`config.mk`:
```
export PLATFORM = sky130hd
export DESIGN_NAME = mbox_line_classifier_unit_flat
export DESIGN_NICKNAME = d
export VERILOG_FILES = /design/src/design/mlc_pkg.sv /design/src/design/mlc_req_if.sv /design/src/design/mlc_rsp_if.sv /design/src/design/mlc_csr_if.sv /design/src/design/mlc_result_fifo.sv /design/src/design/mlc_line_tracker.sv /design/src/design/mbox_line_classifier_unit.sv /design/src/flat_wrapper.sv
export SDC_FILE = /design/constraint.sdc
export NUM_CORES = 1
export LEC_CHECK = 0
export BUFFER_PORTS_ARGS = -buffer_cell sky130_fd_sc_hd__clkbuf_2
export CORE_ASPECT_RATIO = 0.8
export CORE_MARGIN = 3
export CORE_UTILIZATION = 45
export CTS_BUF_LIST = sky130_fd_sc_hd__clkbuf_16
export DETAILED_ROUTE_END_ITERATION = 7
export PLACE_DENSITY = 0.64
export SLEW_MARGIN = 5
export SYNTH_ARGS = -nofsm -noshare
export SYNTH_HDL_FRONTEND = slang
export SYNTH_SLANG_ARGS = --single-unit
```
`constraint.sdc`:
```
create_clock -name clock -period 6.8 [get_ports clock]
set_clock_uncertainty 0.05 [all_clocks]
set_input_delay 0 -clock clock [delete_from_list [all_inputs] [get_ports clock]]
set_output_delay 0 -clock clock [all_outputs]
set_load 0.005 [all_outputs]
```
`src/design/mlc_pkg.sv`:
```
// ----------------------------------------------------------------------------
// Mailbox line classifier package
// Shared constants, character tables, result type and character helpers.
// ----------------------------------------------------------------------------
`default_nettype none

package mlc_pkg;

   localparam int BYTE_W     = 8;
   localparam int KIND_W     = 4;
   localparam int LINE_LEN_W = 10;
   localparam int YEAR_W     = 14;

   localparam logic [YEAR_W-1:0] MIN_YEAR_RESET = 14'd90;
   localparam logic [YEAR_W-1:0] YEAR_SAT       = 14'd16383;

   localparam logic [KIND_W-1:0] KIND_BODY     = 4'd0;
   localparam logic [KIND_W-1:0] KIND_START    = 4'd1;
   localparam logic [KIND_W-1:0] KIND_FROM     = 4'd2;
   localparam logic [KIND_W-1:0] KIND_SUBJECT  = 4'd3;
   localparam logic [KIND_W-1:0] KIND_DATE     = 4'd4;
   localparam logic [KIND_W-1:0] KIND_OTHER    = 4'd5;
   localparam logic [KIND_W-1:0] KIND_HDR_END  = 4'd6;
   localparam logic [KIND_W-1:0] KIND_END_OK   = 4'd7;
   localparam logic [KIND_W-1:0] KIND_END_ERR  = 4'd8;

   localparam logic [1:0] YPH_SKIP   = 2'd0;
   localparam logic [1:0] YPH_DIGITS = 2'd1;
   localparam logic [1:0] YPH_DONE   = 2'd2;

   localparam logic [BYTE_W-1:0] CHAR_LF    = 8'h0A;
   localparam logic [BYTE_W-1:0] CHAR_COLON = 8'h3A;
   localparam logic [BYTE_W-1:0] CHAR_PLUS  = 8'h2B;
   localparam logic [BYTE_W-1:0] CHAR_MINUS = 8'h2D;
   localparam logic [BYTE_W-1:0] CHAR_ZERO  = 8'h30;

   // "From "
   localparam logic [BYTE_W-1:0] START_WORD [5] = '{8'h46, 8'h72, 8'h6F, 8'h6D, 8'h20};
   // "From: "
   localparam logic [BYTE_W-1:0] HDR_FROM [6] = '{8'h46, 8'h72, 8'h6F, 8'h6D, 8'h3A, 8'h20};
   // "Subject: "
   localparam logic [BYTE_W-1:0] HDR_SUBJ [9] =
      '{8'h53, 8'h75, 8'h62, 8'h6A, 8'h65, 8'h63, 8'h74, 8'h3A, 8'h20};
   // "Date: "
   localparam logic [BYTE_W-1:0] HDR_DATE [6] = '{8'h44, 8'h61, 8'h74, 8'h65, 8'h3A, 8'h20};

   typedef struct packed {
      logic [KIND_W-1:0]     line_kind;
      logic [LINE_LEN_W-1:0] line_length;
      logic                  last;
   } result_type;

   function automatic logic is_dig(input logic [BYTE_W-1:0] c);
      return (c >= 8'h30) && (c <= 8'h39);
   endfunction

   function automatic logic is_sp(input logic [BYTE_W-1:0] c);
      return (c == 8'h20) || ((c >= 8'h09) && (c <= 8'h0D));
   endfunction

endpackage

`default_nettype wire

```
`src/design/mlc_req_if.sv`:
```
// ----------------------------------------------------------------------------
// Request channel interface
// Carries one stream byte or an end-of-stream marker per transaction.
// ----------------------------------------------------------------------------
`default_nettype none

interface mlc_req_if;
   logic       valid;
   logic       ready;
   logic [7:0] data_byte;
   logic       end_of_stream;

   modport source (output valid, output data_byte, output end_of_stream, input ready);
   modport sink (input valid, input data_byte, input end_of_stream, output ready);
endinterface

`default_nettype wire

```
`src/design/mlc_rsp_if.sv`:
```
// ----------------------------------------------------------------------------
// Response channel interface
// Carries one classified line or end report per transaction.
// ----------------------------------------------------------------------------
`default_nettype none

interface mlc_rsp_if;
   logic       valid;
   logic       ready;
   logic [3:0] line_kind;
   logic [9:0] line_length;
   logic       last;

   modport source (output valid, output line_kind, output line_length, output last,
                   input ready);
   modport sink (input valid, input line_kind, input line_length, input last,
                 output ready);
endinterface

`default_nettype wire

```
`src/design/mlc_csr_if.sv`:
```
// ----------------------------------------------------------------------------
// Configuration write interface
// Carries a write of the minimum year register per transaction.
// ----------------------------------------------------------------------------
`default_nettype none

interface mlc_csr_if;
   logic        valid;
   logic        ready;
   logic [13:0] min_year;

   modport source (output valid, output min_year, input ready);
   modport sink (input valid, input min_year, output ready);
endinterface

`default_nettype wire

```
`src/design/mlc_result_fifo.sv`:
```
// ----------------------------------------------------------------------------
// Result buffer
// Two-entry register queue between the line tracker and the response channel.
// ----------------------------------------------------------------------------
`default_nettype none

module mlc_result_fifo (
   input  wire                 clock,
   input  wire                 reset,
   input  wire                 push,
   input  mlc_pkg::result_type push_data,
   output logic                room,
   output logic                out_valid,
   input  wire                 out_ready,
   output mlc_pkg::result_type out_data
);

   mlc_pkg::result_type slot_ff [2];
   logic       wr_ptr_ff, wr_ptr_in;
   logic       rd_ptr_ff, rd_ptr_in;
   logic [1:0] count_ff, count_in;
   logic       pop;

   assign room      = (count_ff != 2'd2);
   assign out_valid = (count_ff != 2'd0);
   assign out_data  = slot_ff[rd_ptr_ff];
   assign pop       = out_valid && out_ready;

   always_comb begin
      wr_ptr_in = push ? ~wr_ptr_ff : wr_ptr_ff;
      rd_ptr_in = pop ? ~rd_ptr_ff : rd_ptr_ff;
      count_in  = count_ff + {1'b0, push} - {1'b0, pop};
   end

   always_ff @(posedge clock) begin
      if (reset) begin
         wr_ptr_ff <= 1'b0;
         rd_ptr_ff <= 1'b0;
         count_ff  <= 2'd0;
      end else begin
         wr_ptr_ff <= wr_ptr_in;
         rd_ptr_ff <= rd_ptr_in;
         count_ff  <= count_in;
      end
   end

   always_ff @(posedge clock) begin
      if (push) begin
         slot_ff[wr_ptr_ff] <= push_data;
      end
   end

endmodule

`default_nettype wire

```
`src/design/mlc_line_tracker.sv`:
```
// ----------------------------------------------------------------------------
// Line tracker
// Per-byte line state update, line boundary detection and classification.
// ----------------------------------------------------------------------------
`default_nettype none

module mlc_line_tracker #(
   parameter int MAX_LINE = 1023
) (
   input  wire                 clock,
   input  wire                 reset,
   input  wire                 in_valid,
   output logic                in_ready,
   input  wire [7:0]           data_byte,
   input  wire                 end_of_stream,
   input  wire [13:0]          min_year,
   input  wire                 room,
   output logic                push,
   output mlc_pkg::result_type push_data
);

   localparam int LenW     = $clog2(MAX_LINE + 1);
   localparam int LineLenW = mlc_pkg::LINE_LEN_W;
   localparam int YearW    = mlc_pkg::YEAR_W;

   logic             hdr_ff, hdr_in;
   logic [LenW-1:0]  cnt_ff, cnt_in;
   logic [31:0]      rb_ff, rb_in;
   logic             spo_ff, spo_in;
   logic [2:0]       hpo_ff, hpo_in;
   logic [LenW-1:0]  lnp_ff, lnp_in;
   logic             cpo_ff, cpo_in;
   logic [1:0]       acc_ff, acc_in;
   logic [1:0]       yph_ff, yph_in;
   logic [YearW-1:0] yv_ff, yv_in;
   logic             pend_ff, pend_in;
   logic [3:0]       pend_kind_ff, pend_kind_in;

   logic [LenW-1:0]  tb_cnt, tb_lnp, cls_cnt, cls_lnp;
   logic [31:0]      tb_rb;
   logic             tb_spo, tb_cpo, cls_spo, cls_cpo;
   logic [2:0]       tb_hpo, cls_hpo;
   logic [1:0]       tb_acc, tb_yph, cls_acc;
   logic [YearW-1:0] tb_yv, cls_yv;
   logic [YearW+3:0] yv_prod;
   logic             take_digit, take, boundary, cls_mode;
   logic [3:0]       cls_kind;
   logic [7:0]       b1, b2, b3, b4;

   assign in_ready = room && !pend_ff;
   assign take     = in_valid && in_ready;

   always_comb begin
      b1 = rb_ff[7:0];
      b2 = rb_ff[15:8];
      b3 = rb_ff[23:16];
      b4 = rb_ff[31:24];
      tb_spo = spo_ff;
      if ((cnt_ff < LenW'(5)) && (data_byte != mlc_pkg::START_WORD[cnt_ff[2:0]])) begin
         tb_spo = 1'b0;
      end
      tb_hpo = hpo_ff;
      if ((cnt_ff < LenW'(6)) && (data_byte != mlc_pkg::HDR_FROM[cnt_ff[2:0]])) begin
         tb_hpo[0] = 1'b0;
      end
      if ((cnt_ff < LenW'(9)) && (data_byte != mlc_pkg::HDR_SUBJ[cnt_ff[3:0]])) begin
         tb_hpo[1] = 1'b0;
      end
      if ((cnt_ff < LenW'(6)) && (data_byte != mlc_pkg::HDR_DATE[cnt_ff[2:0]])) begin
         tb_hpo[2] = 1'b0;
      end
      tb_cnt = cnt_ff + LenW'(1);
      tb_lnp = mlc_pkg::is_sp(data_byte) ? lnp_ff : tb_cnt;
      tb_rb  = {rb_ff[23:0], data_byte};
      tb_cpo = cpo_ff;
      tb_acc = acc_ff;
      tb_yph = yph_ff;
      tb_yv  = yv_ff;
      take_digit = 1'b0;
      if (data_byte == mlc_pkg::CHAR_COLON) begin
         tb_cpo = (b3 == mlc_pkg::CHAR_COLON) && mlc_pkg::is_dig(b4) &&
                  mlc_pkg::is_dig(b2) && mlc_pkg::is_dig(b1);
         tb_acc = 2'd0;
         tb_yph = mlc_pkg::YPH_SKIP;
         tb_yv  = '0;
      end else if (acc_ff < 2'd2) begin
         if (!mlc_pkg::is_dig(data_byte)) begin
            tb_cpo = 1'b0;
         end
         tb_acc = acc_ff + 2'd1;
      end else begin
         unique case (yph_ff)
            mlc_pkg::YPH_SKIP: begin
               if (mlc_pkg::is_sp(data_byte)) begin
                  tb_yph = mlc_pkg::YPH_SKIP;
               end else if (data_byte == mlc_pkg::CHAR_PLUS) begin
                  tb_yph = mlc_pkg::YPH_DIGITS;
               end else if (data_byte == mlc_pkg::CHAR_MINUS) begin
                  tb_yv  = '0;
                  tb_yph = mlc_pkg::YPH_DONE;
               end else if (!mlc_pkg::is_dig(data_byte)) begin
                  tb_yph = mlc_pkg::YPH_DONE;
               end else begin
                  tb_yph     = mlc_pkg::YPH_DIGITS;
                  take_digit = 1'b1;
               end
            end
            mlc_pkg::YPH_DIGITS: begin
               if (mlc_pkg::is_dig(data_byte)) begin
                  take_digit = 1'b1;
               end else begin
                  tb_yph = mlc_pkg::YPH_DONE;
               end
            end
            default: begin
               tb_yph = yph_ff;
            end
         endcase
      end
      yv_prod = ({4'b0, yv_ff} << 3) + ({4'b0, yv_ff} << 1) +
                (YearW + 4)'(data_byte - mlc_pkg::CHAR_ZERO);
      if (take_digit) begin
         tb_yv = (yv_prod[YearW+3:YearW] != 4'd0) ? mlc_pkg::YEAR_SAT : yv_prod[YearW-1:0];
      end
   end

   always_comb begin
      cls_spo = end_of_stream ? spo_ff : tb_spo;
      cls_cnt = end_of_stream ? cnt_ff : tb_cnt;
      cls_cpo = end_of_stream ? cpo_ff : tb_cpo;
      cls_acc = end_of_stream ? acc_ff : tb_acc;
      cls_yv  = end_of_stream ? yv_ff : tb_yv;
      cls_lnp = end_of_stream ? lnp_ff : tb_lnp;
      cls_hpo = end_of_stream ? hpo_ff : tb_hpo;
      if (!hdr_ff) begin
         if (cls_spo && (cls_cnt >= LenW'(5)) && cls_cpo && (cls_acc >= 2'd2) &&
             (cls_yv > min_year)) begin
            cls_mode = 1'b1;
            cls_kind = mlc_pkg::KIND_START;
         end else begin
            cls_mode = 1'b0;
            cls_kind = mlc_pkg::KIND_BODY;
         end
      end else if (cls_lnp == '0) begin
         cls_mode = 1'b0;
         cls_kind = mlc_pkg::KIND_HDR_END;
      end else begin
         cls_mode = 1'b1;
         if (cls_hpo[0] && (cls_lnp > LenW'(6))) begin
            cls_kind = mlc_pkg::KIND_FROM;
         end else if (cls_hpo[1] && (cls_lnp > LenW'(9))) begin
            cls_kind = mlc_pkg::KIND_SUBJECT;
         end else if (cls_hpo[2] && (cls_lnp > LenW'(6))) begin
            cls_kind = mlc_pkg::KIND_DATE;
         end else begin
            cls_kind = mlc_pkg::KIND_OTHER;
         end
      end
   end

   always_comb begin
      boundary     = (data_byte == mlc_pkg::CHAR_LF) || (tb_cnt >= LenW'(MAX_LINE));
      hdr_in       = hdr_ff;
      cnt_in       = cnt_ff;
      rb_in        = rb_ff;
      spo_in       = spo_ff;
      hpo_in       = hpo_ff;
      lnp_in       = lnp_ff;
      cpo_in       = cpo_ff;
      acc_in       = acc_ff;
      yph_in       = yph_ff;
      yv_in        = yv_ff;
      pend_in      = pend_ff;
      pend_kind_in = pend_kind_ff;
      push         = 1'b0;
      push_data    = '{line_kind: cls_kind, line_length: LineLenW'(cls_cnt), last: 1'b1};
      if (pend_ff) begin
         push_data = '{line_kind: pend_kind_ff, line_length: '0, last: 1'b1};
         if (room) begin
            push    = 1'b1;
            pend_in = 1'b0;
         end
      end else if (take) begin
         push = 1'b1;
         if (end_of_stream || boundary) begin
            cnt_in = '0;
            rb_in  = '0;
            spo_in = 1'b1;
            hpo_in = 3'b111;
            lnp_in = '0;
            cpo_in = 1'b0;
            acc_in = 2'd0;
            yph_in = mlc_pkg::YPH_SKIP;
            yv_in  = '0;
         end
         if (end_of_stream) begin
            hdr_in = 1'b0;
            if (cnt_ff != '0) begin
               push_data.last = 1'b0;
               pend_in        = 1'b1;
               pend_kind_in   = cls_mode ? mlc_pkg::KIND_END_ERR : mlc_pkg::KIND_END_OK;
            end else begin
               push_data = '{line_kind: hdr_ff ? mlc_pkg::KIND_END_ERR : mlc_pkg::KIND_END_OK,
                             line_length: '0, last: 1'b1};
            end
         end else if (boundary) begin
            hdr_in = cls_mode;
         end else begin
            push   = 1'b0;
            cnt_in = tb_cnt;
            rb_in  = tb_rb;
            spo_in = tb_spo;
            hpo_in = tb_hpo;
            lnp_in = tb_lnp;
            cpo_in = tb_cpo;
            acc_in = tb_acc;
            yph_in = tb_yph;
            yv_in  = tb_yv;
         end
      end
   end

   always_ff @(posedge clock) begin
      if (reset) begin
         hdr_ff  <= 1'b0;
         cnt_ff  <= '0;
         rb_ff   <= '0;
         spo_ff  <= 1'b1;
         hpo_ff  <= 3'b111;
         lnp_ff  <= '0;
         cpo_ff  <= 1'b0;
         acc_ff  <= 2'd0;
         yph_ff  <= mlc_pkg::YPH_SKIP;
         yv_ff   <= '0;
         pend_ff <= 1'b0;
      end else begin
         hdr_ff  <= hdr_in;
         cnt_ff  <= cnt_in;
         rb_ff   <= rb_in;
         spo_ff  <= spo_in;
         hpo_ff  <= hpo_in;
         lnp_ff  <= lnp_in;
         cpo_ff  <= cpo_in;
         acc_ff  <= acc_in;
         yph_ff  <= yph_in;
         yv_ff   <= yv_in;
         pend_ff <= pend_in;
      end
   end

   always_ff @(posedge clock) begin
      pend_kind_ff <= pend_kind_in;
   end

`ifndef SYNTH
   a_pend_blocks_input: assert property (@(posedge clock) disable iff (reset)
      pend_ff |-> !in_ready) else $error("input accepted while end report pending");

   a_partial_line_end: assert property (@(posedge clock) disable iff (reset)
      (take && end_of_stream && (cnt_ff != '0)) |=> pend_ff)
      else $error("end report not queued after partial line");

   a_count_bound: assert property (@(posedge clock) disable iff (reset)
      cnt_ff < LenW'(MAX_LINE)) else $error("line count reached limit without split");

   a_nonspace_bound: assert property (@(posedge clock) disable iff (reset)
      lnp_ff <= cnt_ff) else $error("nonspace position beyond line count");

   a_push_has_room: assert property (@(posedge clock) disable iff (reset)
      push |-> room) else $error("result pushed into full buffer");
`endif

endmodule

`default_nettype wire

```
`src/design/mbox_line_classifier_unit.sv`:
```
// ----------------------------------------------------------------------------
// Mailbox line classifier
// Splits an mbox byte stream into lines and reports a class for each line.
// ----------------------------------------------------------------------------
// The request channel takes one byte per transaction, or an end-of-stream
// marker whose byte is ignored. Every newline, and every MAX_LINE bytes
// without one, closes a line and yields one response with its class and
// length. An end-of-stream transaction yields the end report, preceded by the
// class of any unfinished line; the last flag marks the final response of a
// request. The csr channel writes min_year and is always ready; write it only
// while no request is in flight.
// One byte is accepted per cycle while the buffer has room and no end
// report is pending. A response is pushed into the result buffer when the
// request that caused it is accepted. An end of stream that closes a partial
// line holds off the request channel while its second response is queued.
// Responses go through a two-entry buffer; when the receiver stalls and the
// buffer fills, request ready drops until an entry is taken.
// Reset returns the block to body mode with an empty line and buffer, and
// sets min_year to 90.
// ----------------------------------------------------------------------------
`default_nettype none

module mbox_line_classifier_unit #(
   parameter int MAX_LINE = 1023
) (
   input  wire       clock,
   input  wire       reset,
   mlc_req_if.sink   req_ch,
   mlc_rsp_if.source rsp_ch,
   mlc_csr_if.sink   csr_ch
);

   logic [13:0]         min_year_ff, min_year_in;
   logic                room;
   logic                push;
   mlc_pkg::result_type push_data;
   mlc_pkg::result_type out_data;

   assign csr_ch.ready = 1'b1;
   assign min_year_in  = (csr_ch.valid && csr_ch.ready) ? csr_ch.min_year : min_year_ff;

   always_ff @(posedge clock) begin
      if (reset) begin
         min_year_ff <= mlc_pkg::MIN_YEAR_RESET;
      end else begin
         min_year_ff <= min_year_in;
      end
   end

   mlc_line_tracker #(
      .MAX_LINE (MAX_LINE)
   ) u_tracker (
      .clock         (clock),
      .reset         (reset),
      .in_valid      (req_ch.valid),
      .in_ready      (req_ch.ready),
      .data_byte     (req_ch.data_byte),
      .end_of_stream (req_ch.end_of_stream),
      .min_year      (min_year_ff),
      .room          (room),
      .push          (push),
      .push_data     (push_data)
   );

   mlc_result_fifo u_fifo (
      .clock     (clock),
      .reset     (reset),
      .push      (push),
      .push_data (push_data),
      .room      (room),
      .out_valid (rsp_ch.valid),
      .out_ready (rsp_ch.ready),
      .out_data  (out_data)
   );

   assign rsp_ch.line_kind   = out_data.line_kind;
   assign rsp_ch.line_length = out_data.line_length;
   assign rsp_ch.last        = out_data.last;

endmodule

`default_nettype wire
```
`src/flat_wrapper.sv`:
```
// flat-port wrapper written by rule: the top's interface ports become plain ports
module mbox_line_classifier_unit_flat 
#(
   parameter int MAX_LINE = 1023
)
  (clock, reset, req_ch_valid, req_ch_data_byte, req_ch_end_of_stream, req_ch_ready, rsp_ch_valid, rsp_ch_line_kind, rsp_ch_line_length, rsp_ch_last, rsp_ch_ready, csr_ch_valid, csr_ch_min_year, csr_ch_ready);
  mlc_req_if req_ch_i ();
  mlc_rsp_if rsp_ch_i ();
  mlc_csr_if csr_ch_i ();
  input  wire clock;
  input  wire reset;
  input wire logic [$bits(req_ch_i.valid)-1:0] req_ch_valid;
  input wire logic [$bits(req_ch_i.data_byte)-1:0] req_ch_data_byte;
  input wire logic [$bits(req_ch_i.end_of_stream)-1:0] req_ch_end_of_stream;
  output wire logic [$bits(req_ch_i.ready)-1:0] req_ch_ready;
  output wire logic [$bits(rsp_ch_i.valid)-1:0] rsp_ch_valid;
  output wire logic [$bits(rsp_ch_i.line_kind)-1:0] rsp_ch_line_kind;
  output wire logic [$bits(rsp_ch_i.line_length)-1:0] rsp_ch_line_length;
  output wire logic [$bits(rsp_ch_i.last)-1:0] rsp_ch_last;
  input wire logic [$bits(rsp_ch_i.ready)-1:0] rsp_ch_ready;
  input wire logic [$bits(csr_ch_i.valid)-1:0] csr_ch_valid;
  input wire logic [$bits(csr_ch_i.min_year)-1:0] csr_ch_min_year;
  output wire logic [$bits(csr_ch_i.ready)-1:0] csr_ch_ready;
  assign req_ch_i.valid = req_ch_valid;
  assign req_ch_i.data_byte = req_ch_data_byte;
  assign req_ch_i.end_of_stream = req_ch_end_of_stream;
  assign req_ch_ready = req_ch_i.ready;
  assign rsp_ch_valid = rsp_ch_i.valid;
  assign rsp_ch_line_kind = rsp_ch_i.line_kind;
  assign rsp_ch_line_length = rsp_ch_i.line_length;
  assign rsp_ch_last = rsp_ch_i.last;
  assign rsp_ch_i.ready = rsp_ch_ready;
  assign csr_ch_i.valid = csr_ch_valid;
  assign csr_ch_i.min_year = csr_ch_min_year;
  assign csr_ch_ready = csr_ch_i.ready;
  mbox_line_classifier_unit #(.MAX_LINE(MAX_LINE)) u_core (.clock(clock), .reset(reset), .req_ch(req_ch_i), .rsp_ch(rsp_ch_i), .csr_ch(csr_ch_i));
endmodule
```
==> impl_metrics.py, run 1 <==
metrics = {
    "setup_path": {
        "r2r-start": "u_core.u_tracker.yv_ff[8]",
        "cp-start-kind": "primary input",
        "cp_max_fo": 14,
        "cp-startpoint": "req_ch_data_byte[6]",
        "r2r_end": "u_core.u_fifo.slot_ff[0][11]",
        "crit_arrival_ps": 6070,
        "r2r_setup_slack_ps": 1270,
        "endpoint_kind": "flip-flop",
        "reg2reg_depth": 16,
        "cp.required_ps": 6910,
        "path_class": "in -> reg",
        "endpoint": "u_core.u_fifo.slot_ff[0][11]",
    },
    "clock_network": {
        "clk_path_buf_depth": 2,
        "cts_buffers": 17,
        "insertion_delay_ps": 420,
        "clk_pin_slew_ps": 50,
        "cts_resized": 0,
        "clock-root-buffer": "clkbuf_16",
        "cts_tree": "built",
        "htreeDepth": 4,
        "numClockSinks": 127,
    },
    "synthesis": {
        "synthCells": 952,
        "synth_ff_type": "dfxtp_1",
        "syn-mean-instance-area_um2": 8.63,
        "synth.largest_area_cell": "dfxtp_1",
        "yosysSeqAreaShare_pct": 34.9,
        "synth-edff-count": 32,
        "ys_top_cells_by_count": "dfxtp_1 (95), nand2_1 (94), a21oi_1 (74), o21ai_0 (74), nor2_1 (58)",
        "synth_top_cells_by_area": "dfxtp_1 (23%), edfxtp_1 (12%), ha_1 (8.1%)",
        "synth-seq-cells": 127,
        "synth_top_area_share_pct": 23.2,
        "synthesis.nets": 1046,
        "synth_warnings": 0,
        "netlist_area_mm2": 0.00821,
        "yosysMostFrequentCell": "dfxtp_1",
        "ys_types": 76,
        "synthArstFlopShare_pct": 0,
    },
    "layout": {
        "nets": 1084,
        "area_delta_synth_final_pct": 13.9,
        "final_cells": 1228,
        "diodes": 0,
        "drive_above_1_share_pct": 11.6,
        "finish.utilization_pct": 53.2,
    },
    "timing": {
        "drv_slew": 0,
        "max_slew_margin_pct": 21.6,
        "tightest_slew_ps": 1160,
        "rsz0062_at_grt": "false",
        "setup-tns-final_ps": 0,
        "timing.fmax_ghz": 0.168,
        "setup_viol_count_final": 0,
        "period_share_pct": 87.7,
        "hold_violations": 0,
        "min_period_ps": 5960,
    },
    "placement": {
        "hpwl_mm": 15.4,
        "port_buffers": 44,
        "gp_congestion": 0.918,
        "dp.cells": 1174,
    },
    "routing": {
        "drc_errors": 0,
        "num_vias": 7340,
        "wl_per_cell_um": 17.7,
        "routed_wl_mm": 21.7,
        "route.antenna.remaining_nets": 0,
        "drt-pass1-iter-count": 7,
        "drt_iter0_markers": 776,
        "viasPerCell": 5.98,
    },
    "floorplan": {
        "die_h_um": 127,
        "initial_core_util_pct": 46.7,
        "pin_count": 46,
        "fp-row-count": 43,
        "die_area_mm2": 0.0199,
        "die_w_um": 157,
        "fp.coreArea_mm2": 0.0176,
    },
    "pwr": {
        "peakVddDrop_v": 0.000141,
        "p_leak_nw": 3.62,
        "power.density_mw_per_mm2": 229,
    },
    "run_status": {
        "status": "finished, final reports clean",
    },
    "flow_run": {
        "cap_violations": 0,
    },
    "min_path": {
        "holdCritPathClass": "in -> reg",
    },
    "grt": {
        "antenna_found_initial": 0,
        "track_usage_pct": 22.1,
        "grt_max_degree": 70,
        "grt_overflow_total": 0,
        "grt_pass1_vias": 6536,
        "grt_pass1_wl_mm": 35.3,
    },
}
## per-stage QoR
step / power, mW / setup WS [ps] / hold WS (ps) / cell area (um^2)
CTS: 2.16 / 910 / 66.3 / 9360
floorplan: 1.14 / 1310 / 80.4 / 8210
finish: 2.14 / 838 / 90.5 / 9360
detailed placement: 1.27 / 1070 / 186 / 8570
global placement: 1.26 / 1200 / 185 / 8570
global route: 2.24 / 532 / 108 / 9360
## flip-flops by register name (all words and copies together), names as in the netlist, named ones only
register and cells:
u_core.u_tracker.acc_ff 2, u_core.u_tracker.cpo_ff 1, u_core.u_tracker.hpo_ff 3, u_core.u_tracker.rb_ff 31, u_core.u_tracker.yv_ff 14, u_core.u_fifo.count_ff 2
u_core.u_fifo.wr_ptr_ff 1, u_core.u_tracker.yph_ff 2, u_core.u_tracker.pend_kind_ff 2, u_core.min_year_ff 14, u_core.u_tracker.cnt_ff 10, u_core.u_fifo.rd_ptr_ff 1
u_core.u_tracker.spo_ff 1, u_core.u_tracker.lnp_ff 10, u_core.u_tracker.hdr_ff 1, u_core.u_fifo.slot_ff 30, u_core.u_tracker.pend_ff 1
## cells by family (layout without fill, tap and decap cells)
| kind of cell | after synthesis | count (layout) | synth area share (%) |
|---|---|---|---|
| buffers and inverters | 98 | 149 | 4.80 |
| muxes | 30 | 30 | 3.88 |
| DFF | 127 | 127 | 34.9 |
| AOI/OAI and AO/OA | 258 | 258 | 20.2 |
| and+or+nand+nor | 327 | 327 | 20.2 |
| xor gates and xnor gates | 45 | 45 | 4.80 |
| other | 1 | 1 | 0.0457 |
| adders and majority gates | 66 | 66 | 11.2 |
## final cells by class
| type | count | area (um^2) |
|---|---|---|
| clock inverters | 15 | 143 |
| fillers | 1643 | 8240 |
| repair buffers | 78 | 531 |
| multi-input cells | 727 | 4970 |
| inverters | 39 | 146 |
| flip-flops and latches | 127 | 2860 |
| well taps | 225 | 282 |
| clock buffers | 17 | 425 |
## worst max-delay path, stage by stage
cell,delay (ps)
dlygate4sd3_1,530
clkbuf_2,190
or2_2,380
nor2_1,100
buf_4,200
fa_1,440
ha_1,410
nand3_1,140
or4_1,500
and3b_1,240
a2111oi_0,420
a311o_1,530
nor3_1,190
o21ai_0,280
ha_1,300
a21o_1,170
a211oi_1,240
o21ai_0,130
a221o_1,350
a41o_1,190
o2bb2ai_1,130
## metal layers
layer | vias up | wire (um) | GRT usage (%) | part of all wire (%)
met1 | 3475 | 11100 | 36.0 | 51
met3 | 15 | 1690 | 5.25 | 7.8
met4 | 0 | 173 | 4.39 | 0.80
li1 | 3557 | - | - | -
met2 | 293 | 8820 | 29.2 | 41
met5 | - | 0 | 0 | 0
## power breakdown
part / internal, mW / switching [mW] / total [mW]
clock network: 0.536 / 0.344 / 0.880
logic: 0.166 / 0.242 / 0.408
registers: 0.819 / 0.0355 / 0.855
total: 1.52 / 0.621 / 2.14
## cells in the final DEF (no fill, tap or decap), drive strengths merged, types with 10 or more instances in the layout
cell          n
clkbuf       61
xnor2        35
nand3        47
o211ai       13
mux2i        15
buf          12
mux2         15
inv          41
o21ai        75
a21oi        74
xor2         10
ha           53
edfxtp       32
nand4        12
dfxtp        95
nand2        94
nor2         58
fa           13
or3          12
a31oi        10
nor2b        10
nor4         18
dlygate4sd3  22
nor3         23
## worst min path at each step
stage / startpoint / to / slack [ps] / cells past startpoint
floorplan: csr_ch_min_year[1] / u_core.min_year_ff[1] / 80 / 2
finish: req_ch_data_byte[1] / u_core.u_tracker.rb_ff[1] / 90 / 3
detailed placement: csr_ch_min_year[4] / u_core.min_year_ff[4] / 190 / 3
global route: req_ch_data_byte[1] / u_core.u_tracker.rb_ff[1] / 110 / 3
global placement: csr_ch_min_year[10] / u_core.min_year_ff[10] / 180 / 3
CTS: req_ch_data_byte[1] / u_core.u_tracker.rb_ff[1] / 70 / 3
## what timing repair did
action,in CTS,in global routing
hold endpoints to repair,23,0
hold buffers,22,0
endpoints found under the setup margin,0,0
setup buffers,0,0
Power figures use the tool's default switching activity.
==> inputs of run 2 (changes only) <==
--- a/config.mk
+++ b/config.mk
@@ -7,7 +7,7 @@
 export LEC_CHECK = 0
 export BUFFER_PORTS_ARGS = -buffer_cell sky130_fd_sc_hd__clkbuf_2
 export CORE_ASPECT_RATIO = 0.8
-export CORE_MARGIN = 3
+export CORE_MARGIN = 5
 export CORE_UTILIZATION = 45
 export CTS_BUF_LIST = sky130_fd_sc_hd__clkbuf_16
 export DETAILED_ROUTE_END_ITERATION = 7
==> run 2 against run 1 <==
Via count fell by 1.7%. Sequential share of layout area rose by 0.074 points. First-iteration DRC count is 21% lower. Register-to-register slack better by 110 ps. Critical path depth unchanged. Final cell count increased by 0.33%. Largest cell class unchanged. Fmax up 0.96%. Total power is 1.6% lower. Wire length fell by 1.7%. Largest power group is now registers. Clock power fell by 3.9%.
==> impl_metrics.py, run 2 (same netlist as run 1, synthesis figures left out) <==
metrics = {
    "run_status": {
        "status": "finished, final reports clean",
    },
    "floorplan": {
        "die_area_mm2": 0.0211,
        "initial_core_util_pct": 45.5,
        "fp-row-count": 44,
        "die_h_um": 131,
        "die_w_um": 161,
        "fp.coreArea_mm2": 0.0181,
        "pin_count": 46,
    },
    "routing": {
        "viasPerCell": 5.86,
        "num_vias": 7214,
        "route.antenna.remaining_nets": 0,
        "wl_per_cell_um": 17.3,
        "routed_wl_mm": 21.4,
        "drt-pass1-iter-count": 6,
        "drt_iter0_markers": 616,
        "drc_errors": 0,
    },
    "min_path": {
        "holdCritPathClass": "in -> reg",
        "min_path_cells": 3,
    },
    "clock_network": {
        "clk_path_buf_depth": 2,
        "cts_resized": 0,
        "insertion_delay_ps": 410,
        "cts_buffers": 17,
        "cts_tree": "built",
        "numClockSinks": 127,
        "htreeDepth": 4,
        "clock-root-buffer": "clkbuf_16",
        "clk_pin_slew_ps": 60,
    },
    "pwr": {
        "power.density_mw_per_mm2": 226,
        "power.total_mw": 2.11,
        "peakVddDrop_v": 0.000162,
        "p_leak_nw": 3.61,
    },
    "timing": {
        "timing.fmax_ghz": 0.169,
        "drv_slew": 0,
        "max_slew_margin_pct": 24.2,
        "setup_viol_count_final": 0,
        "rsz0062_at_grt": "false",
        "min_period_ps": 5910,
        "setup-tns-final_ps": 0,
        "tightest_slew_ps": 1120,
        "hold_violations": 0,
        "period_share_pct": 86.8,
    },
    "placement": {
        "dp.cells": 1178,
        "port_buffers": 44,
        "hpwl_mm": 15.2,
        "gp_congestion": 0.933,
        "dpl_cell_area_mm2": 0.00857,
    },
    "setup_path": {
        "reg2reg_depth": 16,
        "crit_arrival_ps": 6010,
        "cp.required_ps": 6900,
        "path_class": "in -> reg",
        "cp-start-kind": "primary input",
        "cp_max_fo": 14,
        "endpoint_kind": "flip-flop",
    },
    "layout": {
        "fillers": 1682,
        "nets": 1083,
        "layout_commonest_cell": "dfxtp_1",
        "final_cells": 1232,
        "drive_above_1_share_pct": 11.7,
        "largest_reg_flops": 31,
        "top_register": "u_core.u_tracker.rb_ff",
        "diodes": 0,
        "finish.utilization_pct": 51.7,
        "area_delta_synth_final_pct": 13.6,
        "finalInstanceArea_mm2": 0.00933,
        "final_cell_mix": "dfxtp_1 (95), nand2_1 (94), a21oi_1 (74), o21ai_0 (74), nor2_1 (58)",
        "reg_top3": "u_core.u_tracker.rb_ff: 31 flops, u_core.u_fifo.slot_ff: 30 flops",
    },
    "grt": {
        "grt_overflow_total": 0,
        "grt_max_degree": 70,
        "grt_pass1_wl_mm": 35.3,
        "track_usage_pct": 20.7,
        "antenna_found_initial": 0,
        "grt_pass1_vias": 6574,
    },
    "flow_run": {
        "cap_violations": 0,
    },
}
-- run 2: cell types whose count changed in the layout (fill, tap and decap cells not counted) --
| cell | change |
|---|---|
| clkinv_4 | +1 |
| buf_4 | -1 |
| inv_2 | +2 |
| inv_1 | +1 |
| bufinv_16 | -1 |
| clkinv_1 | -3 |
-- run 2: where the power goes --
| part | total [mW] | switching [mW] | leakage, nW | internal, mW |
|---|---|---|---|---|
| sequential | 0.855 | 0.0355 | 1.07 | 0.819 |
| clock | 0.846 | 0.346 | 0.273 | 0.500 |
| combinational | 0.408 | 0.242 | 2.27 | 0.165 |
| total | 2.11 | 0.624 | 3.61 | 1.48 |
-- run 2: area by class of cell --
cell class / count / area [um^2] / share of cell area [%]
Clock buffer: 17 / 425 / 4.56
Clock inverter: 15 / 121 / 1.30
Inverter: 39 / 146 / 1.57
Multi-Input combinational cell: 727 / 4970 / 53.2
Sequential cell: 127 / 2860 / 30.7
Tap cell: 230 / 288 / 3.08
Timing Repair Buffer: 77 / 523 / 5.60
-- run 2: path summary, 6_finish.rpt --
path,start,end,slack [ps]
max,req_ch_data_byte[6],u_core.u_fifo.slot_ff[0][11],890
min,req_ch_data_byte[1],u_core.u_tracker.rb_ff[1],70
max reg2reg,u_core.u_tracker.yv_ff[7],u_core.u_fifo.slot_ff[0][11],1380
min reg2reg,u_core.u_tracker.rb_ff[28],u_core.u_tracker.rb_ff[28],400
-- run 2: critical path, cell delays in order --
cell           delay, ps
dlygate4sd3_1        540
clkbuf_2             200
or2_2                390
nor2_1               110
buf_4                200
fa_1                 450
ha_1                 390
nand3_1              130
or4_1                500
and3b_1              240
a2111oi_0            410
a311o_1              530
nor3_1               190
o21ai_0              260
ha_1                 290
a21o_1               170
a211oi_1             220
o21ai_0              110
a221o_1              350
a41o_1               200
o2bb2ai_1            130
-- run 2: per-layer routing --
layer | global-route usage (%) | up-vias | share of wire, %
li1 | - | 3569 | -
met1 | 32.7 | 3376 | 52
met2 | 28.5 | 247 | 40
met3 | 4.08 | 22 | 6.9
met4 | 4.86 | 0 | 1.2
met5 | 0 | - | 0
-- run 2: timing repair --
| action | 4_1_cts | 5_1_grt |
|---|---|---|
| endpoints found under the setup margin | 0 | 0 |
| hold endpoints to repair | 23 | 0 |
| buffers inserted | 0 | 0 |
| hold buffers | 22 | 0 |
-- run 2: per-stage QoR --
step,hold slack (ps),setup slack (ps)
after detailed placement,191,1090
after CTS,50.6,902
final,65.5,895
after floorplan,80.4,1310
after global routing,93.0,450
after global placement,181,1180
==> inputs of run 3 (changes only) <==
--- a/config.mk
+++ b/config.mk
@@ -11,7 +11,7 @@
 export CORE_UTILIZATION = 45
 export CTS_BUF_LIST = sky130_fd_sc_hd__clkbuf_16
 export DETAILED_ROUTE_END_ITERATION = 7
-export PLACE_DENSITY = 0.64
+export PLACE_DENSITY = 0.66
 export SLEW_MARGIN = 5
 export SYNTH_ARGS = -nofsm -noshare
 export SYNTH_HDL_FRONTEND = slang
==> constraint.sdc (replaced) <==
create_clock -name clock -period 5 [get_ports clock]
set_clock_uncertainty 0.05 [all_clocks]
set_input_delay 0 -clock clock [delete_from_list [all_inputs] [get_ports clock]]
set_output_delay 0 -clock clock [all_outputs]
set_load 0.005 [all_outputs]
==> run 3 against run 2 <==
First-iteration DRC count grew 52%. Sequential share of layout area shrank 2.5 points. Die area is the same. Wire length grew 6.8%. Setup slack lost 820 ps. Core utilization grew 4.9 points. Sequential power grew 36%. Register-to-register slack lost 1300 ps. Combinational power grew 56%. Worst hold slack lost 13 ps. Via count grew 4.7%. Highest routed layer unchanged.
==> impl_metrics.py, run 3 (same netlist as run 1, synthesis figures left out) <==
metrics = {
    "pwr": {
        "p_leak_nw": 3.98,
        "power.density_mw_per_mm2": 284,
        "peakVddDrop_v": 0.000174,
        "netSwitchingFraction_pct": 30.6,
        "pwr-share-seq_pct": 39.9,
        "comb_power_share_pct": 21.9,
        "intPower_mw": 2.01,
        "power_frac_clock_pct": 38.2,
        "p_switching_mw": 0.887,
    },
    "setup_path": {
        "crit_slowest_cell": "or4_4",
        "crit_family": "compound AO/OA/AOI/OAI gates",
        "r2r_setup_slack_ps": 80,
        "cp-start-kind": "flip-flop",
        "cp.required_ps": 5110,
        "path_class": "reg -> reg",
        "cp_cell_sequence": "fa_1 -> ha_1 -> a211oi_2 -> or4_4 -> and3b_2 -> a311o_1 -> buf_4 -> buf_4 -> nor4_4 -> o21ai_2 -> ha_1 -> a211oi_2 -> o21ai_1 -> a221o_1 -> a41o_1 -> o2bb2ai_2",
        "endpoint_kind": "flip-flop",
        "crit_arrival_ps": 5040,
        "slowest_delay_ps": 540,
        "cp_num_buf_inv": 2,
        "cp_max_fo": 4,
    },
    "grt": {
        "grt_pass1_vias": 6979,
        "grt_busiest_layer": "met1",
        "track_usage_pct": 21.6,
        "gr-usage-met3_pct": 4.74,
        "gr-usage-met2_pct": 30.6,
        "antenna_found_initial": 0,
        "grt_overflow_total": 0,
        "grt_max_degree": 59,
        "grt_pass1_wl_mm": 36.7,
        "grtUsageMet1_pct": 33.2,
    },
    "placement": {
        "gp_congestion": 0.887,
        "hpwl_mm": 15.9,
        "port_buffers": 44,
        "dpl_cell_area_mm2": 0.00903,
        "dp_slack_ps": -234,
    },
    "floorplan": {
        "fp-row-count": 44,
        "initial_core_util_pct": 45.5,
        "die_area_mm2": 0.0211,
        "die_h_um": 131,
        "die_w_um": 161,
        "fp.coreArea_mm2": 0.0181,
        "pin_count": 46,
    },
    "layout": {
        "reg_top3": "u_core.u_tracker.rb_ff: 31 flops, u_core.u_fifo.slot_ff: 30 flops",
        "finalInstanceArea_mm2": 0.0102,
        "largest_reg_flops": 31,
        "diodes": 0,
        "area_delta_synth_final_pct": 24.3,
        "top_register": "u_core.u_tracker.rb_ff",
        "fillers": 1614,
        "layout_commonest_cell": "nand2_1",
        "nets": 1149,
        "drive_above_1_share_pct": 21.0,
        "final_cell_mix": "nand2_1 (94), dfxtp_1 (88), a21oi_1 (72)",
    },
    "clock_network": {
        "clock-root-buffer": "clkbuf_16",
        "htreeDepth": 4,
        "clk_pin_slew_ps": 60,
        "clk_path_buf_depth": 2,
        "cts_buffers": 17,
        "insertion_delay_ps": 420,
        "numClockSinks": 127,
        "cts_tree": "built",
    },
    "timing": {
        "min_period_ps": 4920,
        "drv_slew": 0,
        "timing.fmax_ghz": 0.203,
        "period_share_pct": 98.4,
        "setup_viol_count_final": 0,
        "whs_ps": 52.5,
        "max_slew_margin_pct": 27.6,
        "hold_violations": 0,
        "layout_setup_ws_ps": 78.7,
        "tightest_slew_ps": 1070,
    },
    "routing": {
        "drt-pass1-iter-count": 5,
        "num_vias": 7551,
        "routed_wl_mm": 22.8,
        "drt_iter0_markers": 937,
        "wl_per_cell_um": 17.6,
        "drc_errors": 0,
        "viasPerCell": 5.82,
        "route.antenna.remaining_nets": 0,
    },
    "flow_run": {
        "cap_violations": 0,
    },
    "run_status": {
        "status": "finished, final reports clean",
    },
    "min_path": {
        "holdCritPathClass": "in -> reg",
    },
}
[run 3: changes by cell type in the layout (fill, tap and decap cells not counted), moves of 6 or more]
cell           change
dlygate4sd3_1      +7
nor4_2             +6
nor4_1            -11
o21ai_1           +10
ha_4               +6
ha_1               -7
dfxtp_1            -7
buf_4             +54
o21ai_0           -15
dfxtp_2            +6
[run 3: stage by stage]
step / power [mW] / util (%) / instances / setup TNS (ps)
floorplan: 1.56 / - / 952 / 0
global placement: 1.74 / 50.0 / 1232 / -321
detailed placement: 1.75 / 50.0 / 1232 / -721
CTS: 2.88 / 54.7 / 1295 / 0
global route: 3.04 / 56.5 / 1298 / -123
finish: 2.90 / 56.5 / 1298 / 0
[run 3: final cells by class]
class                      instances  area (um^2)  area share, %
inverter                          39          146           1.43
sequential                       127         2870           28.1
timing repair buffer             143         1050           10.3
clock buffer                      17          425           4.17
multi-input combinational        727         5320           52.1
tap                              230          288           2.82
clock inverter                    15         98.8          0.968
[run 3: layer usage]
layer	up-vias	part of all wire, %
met5	-	0
met2	265	41
met4	0	0.88
met3	22	7.2
li1	3677	-
met1	3587	51
[run 3: final timing paths]
path,startpoint,end,depth (start not counted)
setup reg to reg,u_core.u_tracker.yv_ff[2],u_core.u_fifo.slot_ff[1][11],16
hold reg to reg,u_core.u_tracker.rb_ff[27],u_core.u_tracker.rb_ff[27],2
hold / removal,req_ch_end_of_stream,u_core.u_tracker.hdr_ff,3
setup / recovery,u_core.u_tracker.yv_ff[2],u_core.u_fifo.slot_ff[1][11],16
[run 3: tightest hold or removal path, delay by kind of cell]
kind,cells,cell delay [ps]
AO/OA/AOI/OAI,1,130
buffers and inverters,2,330
[run 3: what timing repair did]
| item | CTS | global route |
|---|---|---|
| gates resized for setup | 5 | 68 |
| buffers inserted | 1 | 4 |
| endpoints found under the hold margin | 21 | 0 |
| pin swaps | 1 | 29 |
| setup endpoints to repair | 2 | 5 |
| hold buffers | 30 | 0 |
[run 3: power groups by stage]
stage	sequential, mW	clock (mW)	combinational, mW
2_1_floorplan	1.16	0	0.406
3_3_place_gp	1.18	0	0.562
3_5_place_dp	1.18	0	0.572
4_1_cts	1.16	1.13	0.597
5_1_grt	1.16	1.18	0.704
6_report	1.16	1.11	0.635
